## config.mk

```make
export PLATFORM = sky130hd
export DESIGN_NAME = pen_sample_to_tablet_axes_unit
export DESIGN_NICKNAME = d
export VERILOG_FILES = /design/src/sv/pen_axes_pkg.sv /design/src/sv/pen_sample_to_tablet_axes_unit.sv
export SDC_FILE = /design/constraint.sdc
export NUM_CORES = 2
export LEC_CHECK = 0
export ABC_CLOCK_PERIOD_IN_PS = 26700
export BUFFER_PORTS_ARGS = -buffer_cell sky130_fd_sc_hd__buf_2
export CAP_MARGIN = 25
export CORE_ASPECT_RATIO = 0.8
export CORE_MARGIN = 5
export CORE_UTILIZATION = 55
export CTS_CLUSTER_DIAMETER = 120
export DETAILED_ROUTE_END_ITERATION = 12
export PLACE_DENSITY = 0.83
export SLEW_MARGIN = 25
export SYNTH_ARGS = -nofsm -noshare
export SYNTH_HDL_FRONTEND = slang
export SYNTH_SLANG_ARGS = --single-unit
```

## constraint.sdc

```tcl
create_clock -name clk -period 26.7 [get_ports clk]
set_input_delay 0 -clock clk [delete_from_list [all_inputs] [get_ports clk]]
set_output_delay 0 -clock clk [all_outputs]
set_load 0.02 [all_outputs]
```

## src/sv/pen_axes_pkg.sv

```systemverilog
// types, constants and the sine table shared by the pen axes datapath
package pen_axes_pkg;

    localparam int unsigned AddrWidth  = 5;
    localparam int unsigned DataWidth  = 32;
    localparam int unsigned InWidth    = 88;
    localparam int unsigned OutWidth   = 80;
    localparam int unsigned TiltSteps  = 91;

    localparam logic [30:0]        OrientLimitSq = 31'd144000000;
    localparam logic [16:0]        OrientUnit    = 17'd10000;
    localparam logic signed [15:0] HeightTop     = 16'sd300;
    localparam logic signed [15:0] HeightBottom  = -16'sd5200;
    localparam logic [6:0]         TiltMax       = 7'd90;
    localparam logic [10:0]        PressFull     = 11'd1024;

    // register map, index = byte address / 4
    typedef enum logic [2:0] {
        REG_X_LOW    = 3'd0,
        REG_X_HIGH   = 3'd1,
        REG_Y_LOW    = 3'd2,
        REG_Y_HIGH   = 3'd3,
        REG_SWAP     = 3'd4,
        REG_MIRROR_X = 3'd5,
        REG_MIRROR_Y = 3'd6,
        REG_NONE     = 3'd7
    } reg_index_t;

    // sine of each whole degree times 10000, rounded
    localparam logic [13:0] SINE_TABLE [0:90] = '{
        14'd0,    14'd175,  14'd349,  14'd523,  14'd698,  14'd872,  14'd1045, 14'd1219,
        14'd1392, 14'd1564, 14'd1736, 14'd1908, 14'd2079, 14'd2250, 14'd2419, 14'd2588,
        14'd2756, 14'd2924, 14'd3090, 14'd3256, 14'd3420, 14'd3584, 14'd3746, 14'd3907,
        14'd4067, 14'd4226, 14'd4384, 14'd4540, 14'd4695, 14'd4848, 14'd5000, 14'd5150,
        14'd5299, 14'd5446, 14'd5592, 14'd5736, 14'd5878, 14'd6018, 14'd6157, 14'd6293,
        14'd6428, 14'd6561, 14'd6691, 14'd6820, 14'd6947, 14'd7071, 14'd7193, 14'd7314,
        14'd7431, 14'd7547, 14'd7660, 14'd7771, 14'd7880, 14'd7986, 14'd8090, 14'd8192,
        14'd8290, 14'd8387, 14'd8480, 14'd8572, 14'd8660, 14'd8746, 14'd8829, 14'd8910,
        14'd8988, 14'd9063, 14'd9135, 14'd9205, 14'd9272, 14'd9336, 14'd9397, 14'd9455,
        14'd9511, 14'd9563, 14'd9613, 14'd9659, 14'd9703, 14'd9744, 14'd9781, 14'd9816,
        14'd9848, 14'd9877, 14'd9903, 14'd9925, 14'd9945, 14'd9962, 14'd9976, 14'd9986,
        14'd9994, 14'd9998, 14'd10000
    };

    // length of the leading run of ones in a thermometer code, binary search
    function automatic logic [6:0] therm_length(input logic [TiltSteps-1:0] therm);
        logic [6:0] idx;
        logic [7:0] probe;
        idx = 7'd0;
        for (int b = 6; b >= 0; b--)
        begin
            probe = {1'b0, idx} + (8'd1 << b);
            if (probe <= 8'(TiltSteps))
            begin
                if (therm[7'(probe - 8'd1)])
                begin
                    idx = 7'(probe);
                end
            end
        end
        return idx;
    endfunction

endpackage

```

## src/sv/pen_sample_to_tablet_axes_unit.sv

```systemverilog
// pen sample to tablet axes: four-stage pipeline with apb register file
// an accepted input word passes stage 1, stage 2, stage 3 and the output register to the master side
// throughput: one word per cycle; a word that fails the orientation length test
//   leaves no result; the whole pipeline stalls only while a result waits unclaimed
// reset: rst_n clears all valid bits and loads the register defaults
//   (bounds -7858/7916, -10458/10995, swap on, mirror x off, mirror y on)
module pen_sample_to_tablet_axes_unit (
    input  logic                                 clk,
    input  logic                                 rst_n,
    // apb register port
    input  logic                                 psel,
    input  logic                                 penable,
    input  logic                                 pwrite,
    input  logic [pen_axes_pkg::AddrWidth-1:0]   paddr,
    input  logic [pen_axes_pkg::DataWidth-1:0]   pwdata,
    output logic [pen_axes_pkg::DataWidth-1:0]   prdata,
    output logic                                 pready,
    // sample words
    input  logic                                 s_axis_tvalid,
    output logic                                 s_axis_tready,
    // raw_x[15:0] raw_y[31:16] raw_z[47:32] orient_x[63:48] orient_y[79:64] contact[80]
    input  logic [pen_axes_pkg::InWidth-1:0]     s_axis_tdata,
    // result words
    output logic                                 m_axis_tvalid,
    input  logic                                 m_axis_tready,
    // pos_x[15:0] pos_y[31:16] touching[32] pressure[43:33] distance[57:44]
    // tilt_x[65:58] tilt_y[73:66]
    output logic [pen_axes_pkg::OutWidth-1:0]    m_axis_tdata
);
    import pen_axes_pkg::*;

    // ------------------------------------------------------------------
    // register file
    // ------------------------------------------------------------------
    logic signed [15:0] x_low_reg, x_high_reg, y_low_reg, y_high_reg;
    logic               swap_reg, mirror_x_reg, mirror_y_reg;
    logic               cfg_write;
    reg_index_t         cfg_index;

    assign pready    = 1'b1;
    assign cfg_write = psel && penable && pwrite && pready;
    assign cfg_index = reg_index_t'(paddr[4:2]);

    always_ff @(posedge clk or negedge rst_n)
    begin
        if (!rst_n)
        begin
            x_low_reg    <= -16'sd7858;
            x_high_reg   <= 16'sd7916;
            y_low_reg    <= -16'sd10458;
            y_high_reg   <= 16'sd10995;
            swap_reg     <= 1'b1;
            mirror_x_reg <= 1'b0;
            mirror_y_reg <= 1'b1;
        end
        else if (cfg_write)
        begin
            case (cfg_index)
                REG_X_LOW:    x_low_reg    <= pwdata[15:0];
                REG_X_HIGH:   x_high_reg   <= pwdata[15:0];
                REG_Y_LOW:    y_low_reg    <= pwdata[15:0];
                REG_Y_HIGH:   y_high_reg   <= pwdata[15:0];
                REG_SWAP:     swap_reg     <= pwdata[0];
                REG_MIRROR_X: mirror_x_reg <= pwdata[0];
                REG_MIRROR_Y: mirror_y_reg <= pwdata[0];
                default:      ;
            endcase
        end
    end

    always_comb
    begin
        case (cfg_index)
            REG_X_LOW:    prdata = 32'(x_low_reg);
            REG_X_HIGH:   prdata = 32'(x_high_reg);
            REG_Y_LOW:    prdata = 32'(y_low_reg);
            REG_Y_HIGH:   prdata = 32'(y_high_reg);
            REG_SWAP:     prdata = {31'd0, swap_reg};
            REG_MIRROR_X: prdata = {31'd0, mirror_x_reg};
            REG_MIRROR_Y: prdata = {31'd0, mirror_y_reg};
            default:      prdata = '0;
        endcase
    end

    // bounds of the reported axes; the user must change the registers only while the pipe is empty (not enforced here)
    logic signed [15:0] lo_x, hi_x, lo_y, hi_y;
    assign lo_x = swap_reg ? y_low_reg  : x_low_reg;
    assign hi_x = swap_reg ? y_high_reg : x_high_reg;
    assign lo_y = swap_reg ? x_low_reg  : y_low_reg;
    assign hi_y = swap_reg ? x_high_reg : y_high_reg;

    // ------------------------------------------------------------------
    // pipeline control: every stage moves when the output slot is free
    // ------------------------------------------------------------------
    logic advance;
    logic v1_reg, v2_reg, v3_reg;
    logic v2_next;
    logic noise;

    assign advance       = !m_axis_tvalid || m_axis_tready;
    assign s_axis_tready = advance;

    always_ff @(posedge clk or negedge rst_n)
    begin
        if (!rst_n)
        begin
            v1_reg        <= 1'b0;
            v2_reg        <= 1'b0;
            v3_reg        <= 1'b0;
            m_axis_tvalid <= 1'b0;
        end
        else if (advance)
        begin
            v1_reg        <= s_axis_tvalid;
            v2_reg        <= v2_next;
            v3_reg        <= v2_reg;
            m_axis_tvalid <= v3_reg;
        end
    end

    // ------------------------------------------------------------------
    // stage 1: unpack, swap, magnitudes, squares
    // ------------------------------------------------------------------
    logic signed [15:0] raw_x, raw_y, raw_z, orient_x, orient_y;
    logic               contact;
    logic signed [15:0] comp_x, comp_y;
    logic signed [31:0] sq_x_full, sq_y_full;

    assign raw_x    = s_axis_tdata[15:0];
    assign raw_y    = s_axis_tdata[31:16];
    assign raw_z    = s_axis_tdata[47:32];
    assign orient_x = s_axis_tdata[63:48];
    assign orient_y = s_axis_tdata[79:64];
    assign contact  = s_axis_tdata[80];

    // tilt component feeding each reported axis
    assign comp_x    = swap_reg ? orient_y : orient_x;
    assign comp_y    = swap_reg ? orient_x : orient_y;
    assign sq_x_full = 32'(orient_x) * 32'(orient_x);
    assign sq_y_full = 32'(orient_y) * 32'(orient_y);

    logic signed [15:0] pos_x_s1_reg, pos_y_s1_reg, raw_z_s1_reg;
    logic [16:0]        mag_x_s1_reg, mag_y_s1_reg;
    logic               neg_x_s1_reg, neg_y_s1_reg, contact_s1_reg;
    logic [30:0]        sq_x_s1_reg, sq_y_s1_reg;
    logic [16:0]        mag_x_next, mag_y_next;

    // magnitude at 17 bits so the most negative code keeps its 32768
    assign mag_x_next = comp_x[15] ? 17'(-{comp_x[15], comp_x}) : {1'b0, comp_x};
    assign mag_y_next = comp_y[15] ? 17'(-{comp_y[15], comp_y}) : {1'b0, comp_y};

    always_ff @(posedge clk)
    begin
        if (advance)
        begin
            pos_x_s1_reg   <= swap_reg ? raw_y : raw_x;
            pos_y_s1_reg   <= swap_reg ? raw_x : raw_y;
            raw_z_s1_reg   <= raw_z;
            contact_s1_reg <= contact;
            mag_x_s1_reg   <= mag_x_next;
            mag_y_s1_reg   <= mag_y_next;
            neg_x_s1_reg   <= comp_x[15];
            neg_y_s1_reg   <= comp_y[15];
            sq_x_s1_reg    <= sq_x_full[30:0];
            sq_y_s1_reg    <= sq_y_full[30:0];
        end
    end

    // ------------------------------------------------------------------
    // stage 2: noise test, mirror, table compares, height clamp
    // ------------------------------------------------------------------
    logic [31:0]          len_sq;
    logic [TiltSteps-1:0] therm_x_next, therm_y_next;
    logic signed [17:0]   mir_x_next, mir_y_next;
    logic signed [13:0]   dist_next;

    assign len_sq  = {1'b0, sq_x_s1_reg} + {1'b0, sq_y_s1_reg};
    assign noise   = len_sq > {1'b0, OrientLimitSq};
    assign v2_next = v1_reg && !noise;

    // bit i set while sine(i) still falls short of the magnitude
    always_comb
    begin
        for (int i = 0; i < TiltSteps; i++)
        begin
            therm_x_next[i] = {3'd0, SINE_TABLE[i]} < mag_x_s1_reg;
            therm_y_next[i] = {3'd0, SINE_TABLE[i]} < mag_y_s1_reg;
        end
    end

    // mirror at full precision so the later clamp lands inside the bounds
    always_comb
    begin
        mir_x_next = 18'(pos_x_s1_reg);
        mir_y_next = 18'(pos_y_s1_reg);
        if (mirror_x_reg)
        begin
            mir_x_next = 18'(lo_x) + 18'(hi_x) - 18'(pos_x_s1_reg);
        end
        if (mirror_y_reg)
        begin
            mir_y_next = 18'(lo_y) + 18'(hi_y) - 18'(pos_y_s1_reg);
        end
    end

    always_comb
    begin
        if (raw_z_s1_reg < HeightBottom)
        begin
            dist_next = HeightBottom[13:0];
        end
        else if (raw_z_s1_reg > HeightTop)
        begin
            dist_next = HeightTop[13:0];
        end
        else
        begin
            dist_next = raw_z_s1_reg[13:0];
        end
    end

    logic [TiltSteps-1:0] therm_x_s2_reg, therm_y_s2_reg;
    logic                 sat_x_s2_reg, sat_y_s2_reg;
    logic                 neg_x_s2_reg, neg_y_s2_reg, contact_s2_reg;
    logic signed [17:0]   mir_x_s2_reg, mir_y_s2_reg;
    logic signed [13:0]   dist_s2_reg;

    always_ff @(posedge clk)
    begin
        if (advance)
        begin
            therm_x_s2_reg <= therm_x_next;
            therm_y_s2_reg <= therm_y_next;
            sat_x_s2_reg   <= mag_x_s1_reg >= OrientUnit;
            sat_y_s2_reg   <= mag_y_s1_reg >= OrientUnit;
            // sign of the reported tilt: component sign, flipped by mirroring
            neg_x_s2_reg   <= neg_x_s1_reg ^ mirror_x_reg;
            neg_y_s2_reg   <= neg_y_s1_reg ^ mirror_y_reg;
            mir_x_s2_reg   <= mir_x_next;
            mir_y_s2_reg   <= mir_y_next;
            dist_s2_reg    <= dist_next;
            contact_s2_reg <= contact_s1_reg;
        end
    end

    // ------------------------------------------------------------------
    // stage 3: degree search, tilt sign, position clamp
    // ------------------------------------------------------------------
    logic [6:0]         deg_x, deg_y;
    logic signed [7:0]  tilt_x_next, tilt_y_next;
    logic signed [17:0] clamp_x_lo, clamp_y_lo;
    logic signed [15:0] pos_x_next, pos_y_next;

    assign deg_x = sat_x_s2_reg ? TiltMax : therm_length(therm_x_s2_reg);
    assign deg_y = sat_y_s2_reg ? TiltMax : therm_length(therm_y_s2_reg);

    assign tilt_x_next = neg_x_s2_reg ? 8'(-{1'b0, deg_x}) : {1'b0, deg_x};
    assign tilt_y_next = neg_y_s2_reg ? 8'(-{1'b0, deg_y}) : {1'b0, deg_y};

    // max with the low bound first, then min with the high bound
    assign clamp_x_lo = (mir_x_s2_reg < 18'(lo_x)) ? 18'(lo_x) : mir_x_s2_reg;
    assign clamp_y_lo = (mir_y_s2_reg < 18'(lo_y)) ? 18'(lo_y) : mir_y_s2_reg;
    assign pos_x_next = (clamp_x_lo > 18'(hi_x)) ? hi_x : clamp_x_lo[15:0];
    assign pos_y_next = (clamp_y_lo > 18'(hi_y)) ? hi_y : clamp_y_lo[15:0];

    logic signed [15:0] pos_x_s3_reg, pos_y_s3_reg;
    logic signed [7:0]  tilt_x_s3_reg, tilt_y_s3_reg;
    logic signed [13:0] dist_s3_reg;
    logic               contact_s3_reg;

    always_ff @(posedge clk)
    begin
        if (advance)
        begin
            pos_x_s3_reg   <= pos_x_next;
            pos_y_s3_reg   <= pos_y_next;
            tilt_x_s3_reg  <= tilt_x_next;
            tilt_y_s3_reg  <= tilt_y_next;
            dist_s3_reg    <= dist_s2_reg;
            contact_s3_reg <= contact_s2_reg;
        end
    end

    // ------------------------------------------------------------------
    // output register
    // ------------------------------------------------------------------
    always_ff @(posedge clk)
    begin
        if (advance)
        begin
            m_axis_tdata <= {6'd0, tilt_y_s3_reg, tilt_x_s3_reg, dist_s3_reg,
                             contact_s3_reg ? PressFull : 11'd0,
                             contact_s3_reg, pos_y_s3_reg, pos_x_s3_reg};
        end
    end

    // ------------------------------------------------------------------
    // assertions
    // ------------------------------------------------------------------
    // a noisy sample never reaches stage 2
    a_noise_dropped: assert property (@(posedge clk) disable iff (!rst_n)
        v1_reg && advance && noise |=> !v2_reg)
        else $error("noisy sample passed the length test");

    // a word only appears at stage 3 if stage 2 held one
    a_stage3_source: assert property (@(posedge clk) disable iff (!rst_n)
        $rose(v3_reg) |-> $past(v2_reg))
        else $error("stage 3 valid without stage 2 word");

    // pressure follows the contact flag in every result
    a_pressure: assert property (@(posedge clk) disable iff (!rst_n)
        m_axis_tvalid |-> (m_axis_tdata[43:33] == (m_axis_tdata[32] ? PressFull : 11'd0)))
        else $error("pressure does not match touching");

    // reported height stays inside its clamp range
    a_distance: assert property (@(posedge clk) disable iff (!rst_n)
        m_axis_tvalid |-> ($signed(m_axis_tdata[57:44]) >= $signed(HeightBottom[13:0])
                           && $signed(m_axis_tdata[57:44]) <= $signed(HeightTop[13:0])))
        else $error("distance outside clamp range");

    // tilt magnitudes never exceed ninety degrees
    a_tilt: assert property (@(posedge clk) disable iff (!rst_n)
        m_axis_tvalid |-> ($signed(m_axis_tdata[65:58]) >= -8'sd90
                           && $signed(m_axis_tdata[65:58]) <= 8'sd90
                           && $signed(m_axis_tdata[73:66]) >= -8'sd90
                           && $signed(m_axis_tdata[73:66]) <= 8'sd90))
        else $error("tilt outside range");

endmodule
```

==> results by group <==
Run status
  – Status: complete, no violations

GRT
  – Initial antenna violation count: 12
  – Met2 usage: 41.4%
  – Vias in the first global route: about 38000
  – Met1 Use GR: 36.6%
  – Met3 Usage GRT: under 10%
  – Global-route usage over all layers: about a quarter
  – Largest net degree at the start of global routing: 82
  – Top Usage Layer GRT: met2
  – GR Overflow Total: 0
  – Global-route wire length before repair: 205000 um

Yosys
  – Synth top area cells: edfxtp_1 (30%), fa_1 (20%), ha_1 (7.4%)
  – Yosys cell types: 102
  – #FFs+latches synth: 579
  – Cells after Synth: ~4800
  – Async S/R FF share, synth: between 10% and 20%
  – Top_reg_cell synth: edfxtp_1
  – Sequential-to-total area share from yosys stat: 33.9%
  – Syn Area/Cell: 10.6 um^2
  – Mapped Area: 0.0504 mm^2
  – Top-area cell type share of the netlist area: 30.3%
  – Post-synth EDFFs: 508
  – Synth area leader: edfxtp_1
  – Ys Warns: 0

Clock network
  – Max Buffers Root-to-Sink: 3
  – H-tree Lvls: 2
  – Clock sink count: 579
  – CTS tree: yes
  – Root Driver: clkbuf_16
  – Post_cts resized: 0
  – Hold-fix buffers at CTS: 89
  – CTS Buf Count: 57
  – Clock-pin slew on the worst setup and hold paths: 0.07 ns
  – Clk_lat worst skew: 0.65 ns
  – Setup bufs post-CTS: 0

Floorplan
  – # IOs: 247
  – DIE AREA: 0.0978 mm^2
  – Cell row count: between 90 and 100
  – Die Y: 281 um
  – Core Region: 0.0910 mm^2
  – Initial core utilization: 55.4%
  – Chip width: 348 um

Layout
  – Synthesis-to-finish area growth: 8.85%
  – Final #Nets: 5853
  – Fillcell total: between 7000 and 8000
  – Design area: 0.0549 mm^2
  – Area of the multi-input gates: 0.0294 mm^2
  – Layout cells sized above 1: 12.9%
  – Reg area: between 0.015 and 0.02 mm^2

Placed design
  – DPL Wire Length: 94300 um
  – Dpl cell area: 0.0521 mm^2
  – IO Port Bufs: roughly 200
  – RePlAce Congestion: 0.975
  – Place WS: approximately 18 ns

STA
  – Final min period: 8.69 ns
  – # setup viols final: 0
  – RSZ-0062 raised after global routing: no
  – Hold Vio Cnt, Final: 0
  – Hold slack: ~0.047 ns
  – Slew Limit Fails: 0
  – Worst setup margin: 18.01 ns
  – Fin crit share: 32.6%
  – Max Freq: around 120 MHz
  – Fin Setup TNS: 0 ns
  – Clk_skew: 0.0410 ns
  – Slew headroom: approximately a quarter
  – Worst-Margin Slew: 1.11 ns

Setup path
  – Worst setup path endpoint: pos_x_s3_reg[14]
  – CP Capture Type: flip-flop
  – Worst setup path class: flip-flop to flip-flop
  – Flop-to-flop setup slack: around 18 ns
  – Worst Path Max Fanout: 69
  – CP max stage delay: 1.20 ns
  – Worst setup SP type: flip-flop
  – Cell mode on critical path: o21a_1
  – Reg2Reg Depth: 29
  – Critical Path AT: 9.08 ns
  – WP data required: 27.08 ns
  – CP max-delay cell: dfstp_4
  – Reg-to-Reg Start: swap_reg
  – Crit path launch: swap_reg
  – R2r endpoint: pos_x_s3_reg[14]

Route
  – DR WL/cell: 20.7 um
  – Drc violations: 0
  – Antenna Nets Post-Route: 0
  – DRT Pass-1 Iters: 6
  – Vias: approximately 37000
  – Vias per inst: around 6
  – Detailed router's first-iteration violation count: 4148
  – WL final: 128000 um

Worst hold path
  – Min-delay worst type: input port to flip-flop
  – Hold-critical path depth: 2

Run
  – MaxCap Viol Count: 0
through the flow:
step / utilization, % / instances
detailed placement: 57.2 / 5986
finish: 60.3 / 6190
floorplan: - / 4787
global route: 60.2 / 6183
CTS: 60.2 / 6181
global placement: 57.2 / 5986
cells in the final DEF, fill, tap and decap left out, drive strengths merged, types with 45 or more instances in the layout:
master / netlist / final
clkbuf: 169 / 74
nand2b: 45 / 45
dlygate4sd3: 0 / 89
edfxtp: 508 / 508
inv: 764 / 770
nor3: 83 / 83
buf: 79 / 235
mux2: 203 / 203
ha: 298 / 298
and2: 126 / 126
mux2i: 115 / 115
nand3: 59 / 59
nor2: 227 / 227
a21o: 59 / 59
xnor2: 103 / 103
a21oi: 209 / 209
o21ai: 225 / 225
nand2: 371 / 371
a31oi: 51 / 51
fa: 501 / 501
cell usage after synthesis, types with 19 or more instances:
| master | instances |
|---|---|
| mux2_2 | 200 |
| o21ai_0 | 214 |
| a31oi_1 | 51 |
| nor2_1 | 225 |
| nand4_1 | 24 |
| clkbuf_1 | 169 |
| and2_1 | 124 |
| o21a_1 | 42 |
| dfrtp_1 | 34 |
| or3_1 | 36 |
| fa_1 | 501 |
| o31ai_1 | 29 |
| buf_4 | 39 |
| nor3_1 | 81 |
| ha_1 | 298 |
| inv_1 | 764 |
| a211oi_1 | 26 |
| xor2_1 | 30 |
| nand3_1 | 59 |
| and3_1 | 29 |
| dfstp_2 | 37 |
| mux2i_1 | 115 |
| nor2b_1 | 43 |
| nand2_1 | 369 |
| xnor2_1 | 103 |
| nand2b_1 | 45 |
| buf_1 | 24 |
| mux4_2 | 20 |
| a21oi_1 | 207 |
| a21o_1 | 59 |
| o21bai_1 | 19 |
| edfxtp_1 | 508 |
worst max-delay path: cells and delay by family (launching register included):
kind	cells	cell delay, ns
simple gates	1	0.14
flops	1	1.20
compound gates	20	4.00
fa+ha+maj	2	0.55
mux	3	1.26
buf+inv	3	1.23
worst min path at each step:
stage	start	end
3_5_place_dp	s_axis_tdata[33]	raw_z_s1_reg[1]
5_1_grt	s_axis_tdata[49]	sq_x_s1_reg[2]
3_3_place_gp	s_axis_tdata[32]	raw_z_s1_reg[0]
2_1_floorplan	rst_n	m_axis_tvalid
4_1_cts	s_axis_tdata[49]	sq_x_s1_reg[2]
6_report	s_axis_tdata[49]	sq_x_s1_reg[2]
kinds of logic after synthesis:
| logic type | share of synthesized area (%) |
|---|---|
| AOI/OAI and AO/OA | 9.84 |
| xor gates and xnor gates | 2.31 |
| adders and majority gates | 27.3 |
| buffers and inverters | 8.03 |
| DFF | 33.9 |
| muxes | 7.74 |
| other | 0.0149 |
| and+or+nand+nor | 10.9 |
metal layers:
| metal | up-vias | part of all wire [%] |
|---|---|---|
| met2 | 1813 | 46 |
| met3 | 337 | 9.6 |
| met4 | 10 | 3.6 |
| met5 | - | 0.048 |
| li1 | 16400 | - |
| met1 | 18000 | 41 |
area by class of cell:
type,instances,share of cell area (%)
antenna,9,0.0411
clock buffer,74,2.83
clock inverter,32,0.538
inverter,766,5.24
multi-input combinational,3194,53.5
sequential,579,31.1
tap,1212,2.76
timing repair buffer,324,3.91
Power is left out: the tool's default activity adds up to more than one toggle a clock period on the data nets, which glitch-free logic cannot reach.
